<file path="config.mk">
export PLATFORM = sky130hd
export DESIGN_NAME = ffbp_cell
export DESIGN_NICKNAME = d
export VERILOG_FILES = /design/src/design/ffbp_pkg.sv /design/src/design/ffbp_cell.sv
export SDC_FILE = /design/constraint.sdc
export NUM_CORES = 1
export LEC_CHECK = 0
export BUFFER_PORTS_ARGS = -buffer_cell sky130_fd_sc_hd__buf_2
export CAP_MARGIN = 5
export CORE_ASPECT_RATIO = 0.5
export CORE_MARGIN = 2
export CORE_UTILIZATION = 50
export CTS_CLUSTER_SIZE = 40
export DETAILED_ROUTE_END_ITERATION = 10
export PLACE_DENSITY = 0.86
export SLEW_MARGIN = 0
export SYNTH_ARGS = -nofsm -noshare
export SYNTH_HDL_FRONTEND = slang
export SYNTH_SLANG_ARGS = --single-unit
export TNS_END_PERCENT = 10
</file>
<file path="constraint.sdc">
create_clock -name clk -period 3.1 [get_ports clk]
set_input_delay 0.62 -clock clk [delete_from_list [all_inputs] [get_ports clk]]
set_output_delay 0.62 -clock clk [all_outputs]
set_load 0.1 [all_outputs]
</file>
<file path="src/design/ffbp_pkg.sv">
// Shared types and constants of the first-fit bin packer.
// Depends on nothing; every other design file imports it.
`default_nettype none

package ffbp_pkg;

    localparam int SIZE_W = 17;
    localparam int BIN_W  = 6;
    localparam int ERR_W  = 2;

    localparam logic [SIZE_W-1:0] CAP_RESET = 17'h10000;

    typedef enum logic [ERR_W-1:0] {
        ERR_OK       = 2'd0,
        ERR_OVERSIZE = 2'd1,
        ERR_NO_BIN   = 2'd2
    } err_code_t;

    typedef enum logic {
        KIND_ASSIGN = 1'b0,
        KIND_REPORT = 1'b1
    } result_kind_t;

    // Broadcast command to every cell of the bin row.
    typedef struct packed {
        logic              place;
        logic              shift;
        logic [SIZE_W-1:0] size;
        logic [SIZE_W-1:0] cap;
    } cell_cmd_t;

    // What one cell shows to its neighbors and to the controller.
    typedef struct packed {
        logic              open;
        logic              take;
        logic              claim;
        logic [SIZE_W-1:0] room;
    } cell_stat_t;

endpackage

`default_nettype wire

</file>
<file path="src/design/ffbp_cell.sv">
// One bin of the packer row: holds its open flag and remaining room.
// Depends on ffbp_pkg; instantiated in a chain by first_fit_bin_packer.
`default_nettype none

module ffbp_cell (
    input  wire logic                  clk,
    input  wire logic                  rst_n,
    input  wire ffbp_pkg::cell_cmd_t   cmd,
    input  wire logic                  claim_in,
    input  wire logic                  prev_open,
    input  wire logic                  next_open,
    input  wire logic [ffbp_pkg::SIZE_W-1:0] next_room,
    output ffbp_pkg::cell_stat_t       stat
);
    import ffbp_pkg::*;

    logic              open_reg;
    logic              open_next;
    logic [SIZE_W-1:0] room_reg;
    logic [SIZE_W-1:0] room_next;
    logic              fit;
    logic              opening;
    logic              take;

    // Fit in an open bin, or open this bin if it is the first closed one.
    assign fit     = open_reg && (room_reg >= cmd.size);
    assign opening = !open_reg && prev_open;
    assign take    = cmd.place && !claim_in && (fit || opening);

    always_comb
    begin
        open_next = open_reg;
        room_next = room_reg;
        if (cmd.shift)
        begin
            // advance the row one place toward cell zero
            open_next = next_open;
            room_next = next_room;
        end
        else if (take)
        begin
            open_next = 1'b1;
            room_next = fit ? (room_reg - cmd.size) : (cmd.cap - cmd.size);
        end
    end

    always_ff @(posedge clk or negedge rst_n)
    begin
        if (!rst_n)
        begin
            open_reg <= 1'b0;
        end
        else
        begin
            open_reg <= open_next;
        end
    end

    always_ff @(posedge clk)
    begin
        room_reg <= room_next;
    end

    assign stat.open  = open_reg;
    assign stat.take  = take;
    assign stat.claim = claim_in || take;
    assign stat.room  = room_reg;

endmodule

`default_nettype wire

</file>
==> run summary, run 1 <==
## Die
- Starting Density: 53.5%
- vertical die dimension: 56.2 um
- x dimension of the die: 108 um
- area of the die: 0.00609 mm2
- floorplan core area: 0.00509 mm2
- top-level I/O count: 78
- number of standard-cell rows in the floorplan: 18

## Final layout
- ratio of cells with drive above 1 in the final layout: 29.3%
- leading cell type in the layout, fill and taps excluded: sky130_fd_sc_hd__buf_2
- most frequent cells in the layout: sky130_fd_sc_hd__buf_2 (75), sky130_fd_sc_hd__nand2_1 (30), sky130_fd_sc_hd__ha_1 (30), sky130_fd_sc_hd__inv_1 (25), sky130_fd_sc_hd__a21oi_1 (24)
- filler cell count: 414
- area occupied by multi-input gates: 0.00209 mm2
- relative area change from synthesis to final layout: 24.9%
- flip-flop count of the largest register after layout: 17
- share of the core filled with cells: 66.8%
- post-route design area: 0.00340 mm2
- final antenna diode count: 0
- final layout net count: 511
- area taken by flip-flops and latches: 536 um2

## Routing
- Antenna Violating Nets Remaining: 0
- total iterations of the first detailed-routing run: 5
- Routed WL per cell: 15.4 um
- vias per cell: 5.78
- Initial DRC Count: 152
- DRC violations left: 0
- detailed-route via count: 2816
- final wirelength: 7520 um

## Power
- final total power: 0.00160 W
- leakage power figure: 1.58 nW
- worst voltage drop across the vdd grid: 0.233 mV
- Comb pwr share: 67.4%
- power density over the cells: 470 mW/mm2
- Clk pwr share: 11.6%
- sequential share of power: 21.0%
- switching pwr: 0.000806 W
- internal power contribution: 0.000791 W
- Switching Fraction: 50.5%

## Yosys
- share of synthesized area occupied by flip-flops and latches: 19.7%
- share of synthesized flip-flops with an asynchronous set or reset: 5.56%
- unique cell type count in the Yosys netlist: 58
- most common flop cell mapped by yosys: sky130_fd_sc_hd__edfxtp_1
- Avg Synthesized Cell Area: 8.30 um2
- count of synthesis-stage warnings from yosys: 0
- net count after synthesis: 421
- Synth Cell Area: 0.00272 mm2
- cell count after synthesis: 328
- EDFF count, synth: 17
- Yosys reg bits: 18

## Place
- placer congestion estimate: 0.995
- count of buffers from port buffering: 77
- area after detailed placement: 0.00331 mm2
- half-perimeter wire length after detailed placement: 6080 um
- post-place setup slack: -0.0233 ns

## Clocking
- Clock Tree Root: sky130_fd_sc_hd__clkbuf_8
- clock slew at reported path FFs: 0.08 ns
- cts bufs inserted: 3
- clock tree from TritonCTS: done
- H-tree levels: 1
- Clock Latency Late Sink: 0.27 ns
- maximum number of buffers from clock root to sink: 2
- count of hold buffers inserted by post-cts repair: 0
- clock tree sinks: 18

## Global routing
- maximum number of pins on one net before global-route repair: 21
- grt ovf: 0
- number of global-route vias before repair: 2598
- total global-route track usage: 25.5%
- antenna violations before repair: 0
- wire length of the first global-routing pass: 12200 um

## Critical path
- Setup crit start kind: input pin
- Critical Path Sink Type: primary output
- WP data arrival: 2.40 ns
- crit path cell chain: buf_2 -> inv_1 -> ha_1 -> nand3_1 -> nor4_2 -> a221oi_4 -> o21ai_4 -> o21a_1 -> buf_12
- slowest cell on the critical path: sky130_fd_sc_hd__nor4_2
- largest incremental delay on the critical path: 0.42 ns
- CP max FO: 5
- class of the most critical setup path: in2out
- data required time of the worst path: 2.48 ns

## STA
- Slew Limit Fails: 0
- accumulated negative setup slack: 0 ns
- worst clock skew on the final layout: 0.00545 ns
- actual transition at the worst max-transition pin: 0.663 ns
- final setup vio count: 0
- minimum clock period: 3.02 ns
- Final Hold Fails: 0
- FMAX: 0.332 GHz
- final critical-path share of the clock period: 97.3%
- post-route worst setup slack: 0.0844 ns
- Rel. slew slack: 55.8%

## Run status
- run status: finished clean

## Job
- number of maximum-capacitance constraint violations: 0

## Min path
- class of the tightest hold or removal check: in2async

## power by group through the flow
stage,combinational (W),clock (W),sequential [W]
after global placement,0.00103,0,0.000338
after CTS,0.00105,0.000182,0.000336
after detailed placement,0.00104,0,0.000340
after global routing,0.00116,0.000190,0.000340
final,0.00108,0.000185,0.000336
after floorplan,0.000588,0,0.000565
## synthesized netlist by cell type, types with 2 or more instances
master | count | area (um2)
sky130_fd_sc_hd__a211o_1 | 3 | 26.3
sky130_fd_sc_hd__a211oi_1 | 10 | 75.1
sky130_fd_sc_hd__a21o_1 | 12 | 90.1
sky130_fd_sc_hd__a21oi_1 | 25 | 125
sky130_fd_sc_hd__a31oi_1 | 7 | 43.8
sky130_fd_sc_hd__and4_1 | 3 | 26.3
sky130_fd_sc_hd__buf_4 | 2 | 15.0
sky130_fd_sc_hd__clkbuf_1 | 4 | 15.0
sky130_fd_sc_hd__edfxtp_1 | 17 | 510
sky130_fd_sc_hd__fa_1 | 2 | 40.0
sky130_fd_sc_hd__ha_1 | 33 | 413
sky130_fd_sc_hd__inv_1 | 26 | 97.6
sky130_fd_sc_hd__mux2_2 | 4 | 45.0
sky130_fd_sc_hd__mux2i_1 | 6 | 60.1
sky130_fd_sc_hd__nand2_1 | 31 | 116
sky130_fd_sc_hd__nand2b_1 | 4 | 25.0
sky130_fd_sc_hd__nand3_1 | 9 | 45.0
sky130_fd_sc_hd__nor2_1 | 17 | 63.8
sky130_fd_sc_hd__nor2b_1 | 4 | 25.0
sky130_fd_sc_hd__nor3_1 | 5 | 25.0
sky130_fd_sc_hd__nor4_1 | 3 | 18.8
sky130_fd_sc_hd__o211ai_1 | 4 | 30.0
sky130_fd_sc_hd__o21a_1 | 10 | 75.1
sky130_fd_sc_hd__o21ai_0 | 17 | 85.1
sky130_fd_sc_hd__o21ai_1 | 5 | 25.0
sky130_fd_sc_hd__o21bai_1 | 2 | 15.0
sky130_fd_sc_hd__o221ai_1 | 2 | 17.5
sky130_fd_sc_hd__o22a_1 | 2 | 17.5
sky130_fd_sc_hd__o311ai_0 | 2 | 17.5
sky130_fd_sc_hd__o31ai_1 | 4 | 30.0
sky130_fd_sc_hd__or3_1 | 4 | 25.0
sky130_fd_sc_hd__or3b_2 | 2 | 17.5
sky130_fd_sc_hd__xnor2_1 | 12 | 105
sky130_fd_sc_hd__xor2_1 | 11 | 96.3
## timing repair
action,in CTS,in global routing
setup endpoints to repair,2,2
buffers inserted,1,2
pin swaps,2,4
gates resized for setup,2,3
## layer usage
metal  share of wire (%)  track usage (%)  vias to the layer above
li1                    -                -                     1405
met1                  46             34.9                     1269
met2                  45             41.9                      133
met3                 8.9             3.98                        9
met4                0.89             6.41                        0
met5                   0                0                        -
## cell type report
type	count	share of cell area [%]
clock buffers	3	1.21
multi-input cells	275	61.5
clock inverters	1	0.110
flip-flops and latches	18	15.8
inverters	26	2.87
repair buffers	94	16.0
well taps	70	2.58
## through the flow
| step | std cells | hold slack, ns |
|---|---|---|
| finish | 487 | 0.111 |
| global route | 487 | 0.117 |
| CTS | 485 | 0.114 |
| detailed placement | 480 | 0.396 |
| global placement | 480 | 0.396 |
| floorplan | 328 | 0.324 |
## kinds of logic after synthesis
| logic type | count (synthesis) | synth area share, % |
|---|---|---|
| simple gates | 88 | 16.0 |
| mux | 10 | 3.86 |
| compound gates | 119 | 31.0 |
| xor+xnor | 23 | 7.40 |
| fa+ha+maj | 35 | 16.6 |
| buf+inv | 35 | 5.47 |
| flops | 18 | 19.7 |
## critical path, delay by kind of cell
kind / cells / cell delay, ns
compound gates: 3 / 0.43
fa+ha+maj: 1 / 0.37
buf+inv: 3 / 0.31
simple gates: 2 / 0.65
## final timing paths
kind	start	endpoint	slack, ns	cells after the start
hold / removal	rst_n	open_reg	0.11	1
min in group clk	next_open	open_reg	0.56	3
hold reg to reg	open_reg	open_reg	0.62	2
setup / recovery	cmd[24]	stat[18]	0.08	9
setup reg to reg	room_reg[0]	room_reg[14]	0.25	11
max in group asynchronous	rst_n	open_reg	2.91	1
(Power assumes the default switching activity.)
==> run 2, diff against run 1 <==
--- a/config.mk
+++ b/config.mk
@@ -10,9 +10,10 @@
 export CORE_ASPECT_RATIO = 0.5
 export CORE_MARGIN = 2
 export CORE_UTILIZATION = 50
-export CTS_CLUSTER_SIZE = 40
+export CTS_CLUSTER_SIZE = 28
 export DETAILED_ROUTE_END_ITERATION = 10
 export PLACE_DENSITY = 0.86
+export RECOVER_POWER = 100
 export SLEW_MARGIN = 0
 export SYNTH_ARGS = -nofsm -noshare
 export SYNTH_HDL_FRONTEND = slang
==> run 2 against run 1 <==
Wire length barely moved; register-to-register slack barely moved; critical path depth rose by 2; flip-flop and latch count did not move; via count fell by 0.18%; clock power barely moved; utilization fell by 0.47 points; clock-buffer cell count did not move; setup slack improved by 0.010 ns; worst hold slack improved by 0.0012 ns.
==> run summary, run 2 (same netlist as run 1, synthesis figures left out) <==
## Clocking
- clock slew at reported path FFs: 0.07 ns
- Clock Tree Root: sky130_fd_sc_hd__clkbuf_8
- cts bufs inserted: 3
- maximum number of buffers from clock root to sink: 2
- clock tree from TritonCTS: done
- Clock Latency Late Sink: 0.27 ns
- count of hold buffers inserted by post-cts repair: 0
- clock tree sinks: 18
- H-tree levels: 1

## STA
- accumulated negative setup slack: 0 ns
- final setup vio count: 0
- final critical-path share of the clock period: 96.9%
- actual transition at the worst max-transition pin: 1.19 ns
- Rel. slew slack: 21.2%
- FMAX: 0.333 GHz
- worst clock skew on the final layout: 0.00544 ns
- Slew Limit Fails: 0
- minimum clock period: 3.01 ns
- Final Hold Fails: 0

## Critical path
- Critical Path Sink Type: primary output
- class of the most critical setup path: in2out
- WP data arrival: 2.39 ns
- FF-to-FF path depth: 11
- data required time of the worst path: 2.48 ns
- R2R Path End: room_reg[14]
- Setup crit start kind: input pin
- largest incremental delay on the critical path: 0.30 ns
- register-to-register setup slack: 0.26 ns
- crit path cell chain: buf_2 -> inv_2 -> ha_4 -> nor2b_4 -> o31ai_4 -> a31oi_4 -> a221oi_4 -> o21ai_4 -> o21ai_2 -> nand2b_4 -> buf_12
- endpoint of the most critical setup path: stat[17]
- CP max FO: 3
- Reg2Reg Launch Point: room_reg[0]
- slowest cell on the critical path: sky130_fd_sc_hd__a221oi_4
- Setup crit start: cmd[18]

## Routing
- detailed-route via count: 2811
- final wirelength: 7530 um
- vias per cell: 5.77
- Routed WL per cell: 15.5 um
- total iterations of the first detailed-routing run: 4
- Initial DRC Count: 159
- Antenna Violating Nets Remaining: 0
- DRC violations left: 0

## Final layout
- most frequent cells in the layout: sky130_fd_sc_hd__buf_2 (56), sky130_fd_sc_hd__nand2_1 (30), sky130_fd_sc_hd__ha_1 (30), sky130_fd_sc_hd__inv_1 (25), sky130_fd_sc_hd__a21oi_1 (24)
- final antenna diode count: 0
- relative area change from synthesis to final layout: 24.0%
- leading cell type in the layout, fill and taps excluded: sky130_fd_sc_hd__buf_2
- flip-flop count of the largest register after layout: 17
- ratio of cells with drive above 1 in the final layout: 24.7%
- final layout net count: 511
- Final Non-Filler Cells: 487

## Run status
- run status: finished clean

## Die
- Starting Density: 53.5%
- vertical die dimension: 56.2 um
- area of the die: 0.00609 mm2
- floorplan core area: 0.00509 mm2
- x dimension of the die: 108 um
- top-level I/O count: 78
- number of standard-cell rows in the floorplan: 18

## Power
- worst voltage drop across the vdd grid: 0.231 mV
- power density over the cells: 470 mW/mm2
- final total power: 0.00159 W
- leakage power figure: 1.53 nW

## Min path
- class of the tightest hold or removal check: in2async

## Place
- count of buffers from port buffering: 77
- Cell Count Post-Placement: 480
- placer congestion estimate: 0.995
- half-perimeter wire length after detailed placement: 6080 um

## Job
- number of maximum-capacitance constraint violations: 0

## Global routing
- antenna violations before repair: 0
- maximum number of pins on one net before global-route repair: 21
- wire length of the first global-routing pass: 12200 um
- total global-route track usage: 25.5%
- number of global-route vias before repair: 2598
- grt ovf: 0

-- run 2: cell types whose count changed in the layout (fill, tap and decap cells not counted) --
cell,before,now
sky130_fd_sc_hd__buf_2,75,56
sky130_fd_sc_hd__clkbuf_1,0,19
-- run 2: critical path: cells and delay by family --
family                   cells  cell delay, ns
buffers and inverters        3            0.38
AND/OR/NAND/NOR              2            0.20
adder cells (fa/ha/maj)      1            0.21
AO/OA/AOI/OAI                5            0.95
-- run 2: worst min path at each step --
stage | to | slack [ns] | cells past startpoint
floorplan | open_reg | 0.32 | 0
global placement | open_reg | 0.40 | 1
detailed placement | open_reg | 0.40 | 1
CTS | open_reg | 0.11 | 1
global route | open_reg | 0.12 | 1
finish | open_reg | 0.11 | 1
-- run 2: cell type report --
class,count,area (um2)
multi-input combinational,275,2090
fill,421,1710
sequential,18,536
timing repair buffer,94,519
inverter,26,97.6
tap,70,87.6
clock buffer,3,41.3
clock inverter,1,3.75
-- run 2: metrics by stage --
step	hold WS, ns	util, %	worst slack (ns)	instance area (um2)
2_1_floorplan	0.324	-	-0.199	2760
5_1_grt	0.117	66.3	-0.00680	3380
6_report	0.112	66.3	0.0948	3380
4_1_cts	0.114	66.3	0.0360	3380
3_3_place_gp	0.396	65.0	0.0410	3310
3_5_place_dp	0.396	65.0	-0.0233	3310
-- run 2: routing by layer --
metal	vias up	wire (um)	part of all wire [%]	global-route usage (%)
met3	9	516	6.9	3.98
li1	1406	-	-	-
met2	107	3420	45	41.9
met4	0	65	0.86	6.41
met5	-	0	0	0
met1	1289	3520	47	34.9
-- run 2: where the power goes --
group / internal, W / switching, W
Combinational: 0.000379 / 0.000688
Clock: 0.0000887 / 0.0000950
Sequential: 0.000313 / 0.0000236
Total: 0.000781 / 0.000806
-- run 2: what timing repair did --
item	in CTS	in global routing
gates cloned	0	0
pin swaps	2	4
endpoints found under the setup margin	2	2
gates resized for setup	2	3
buffers inserted	1	2
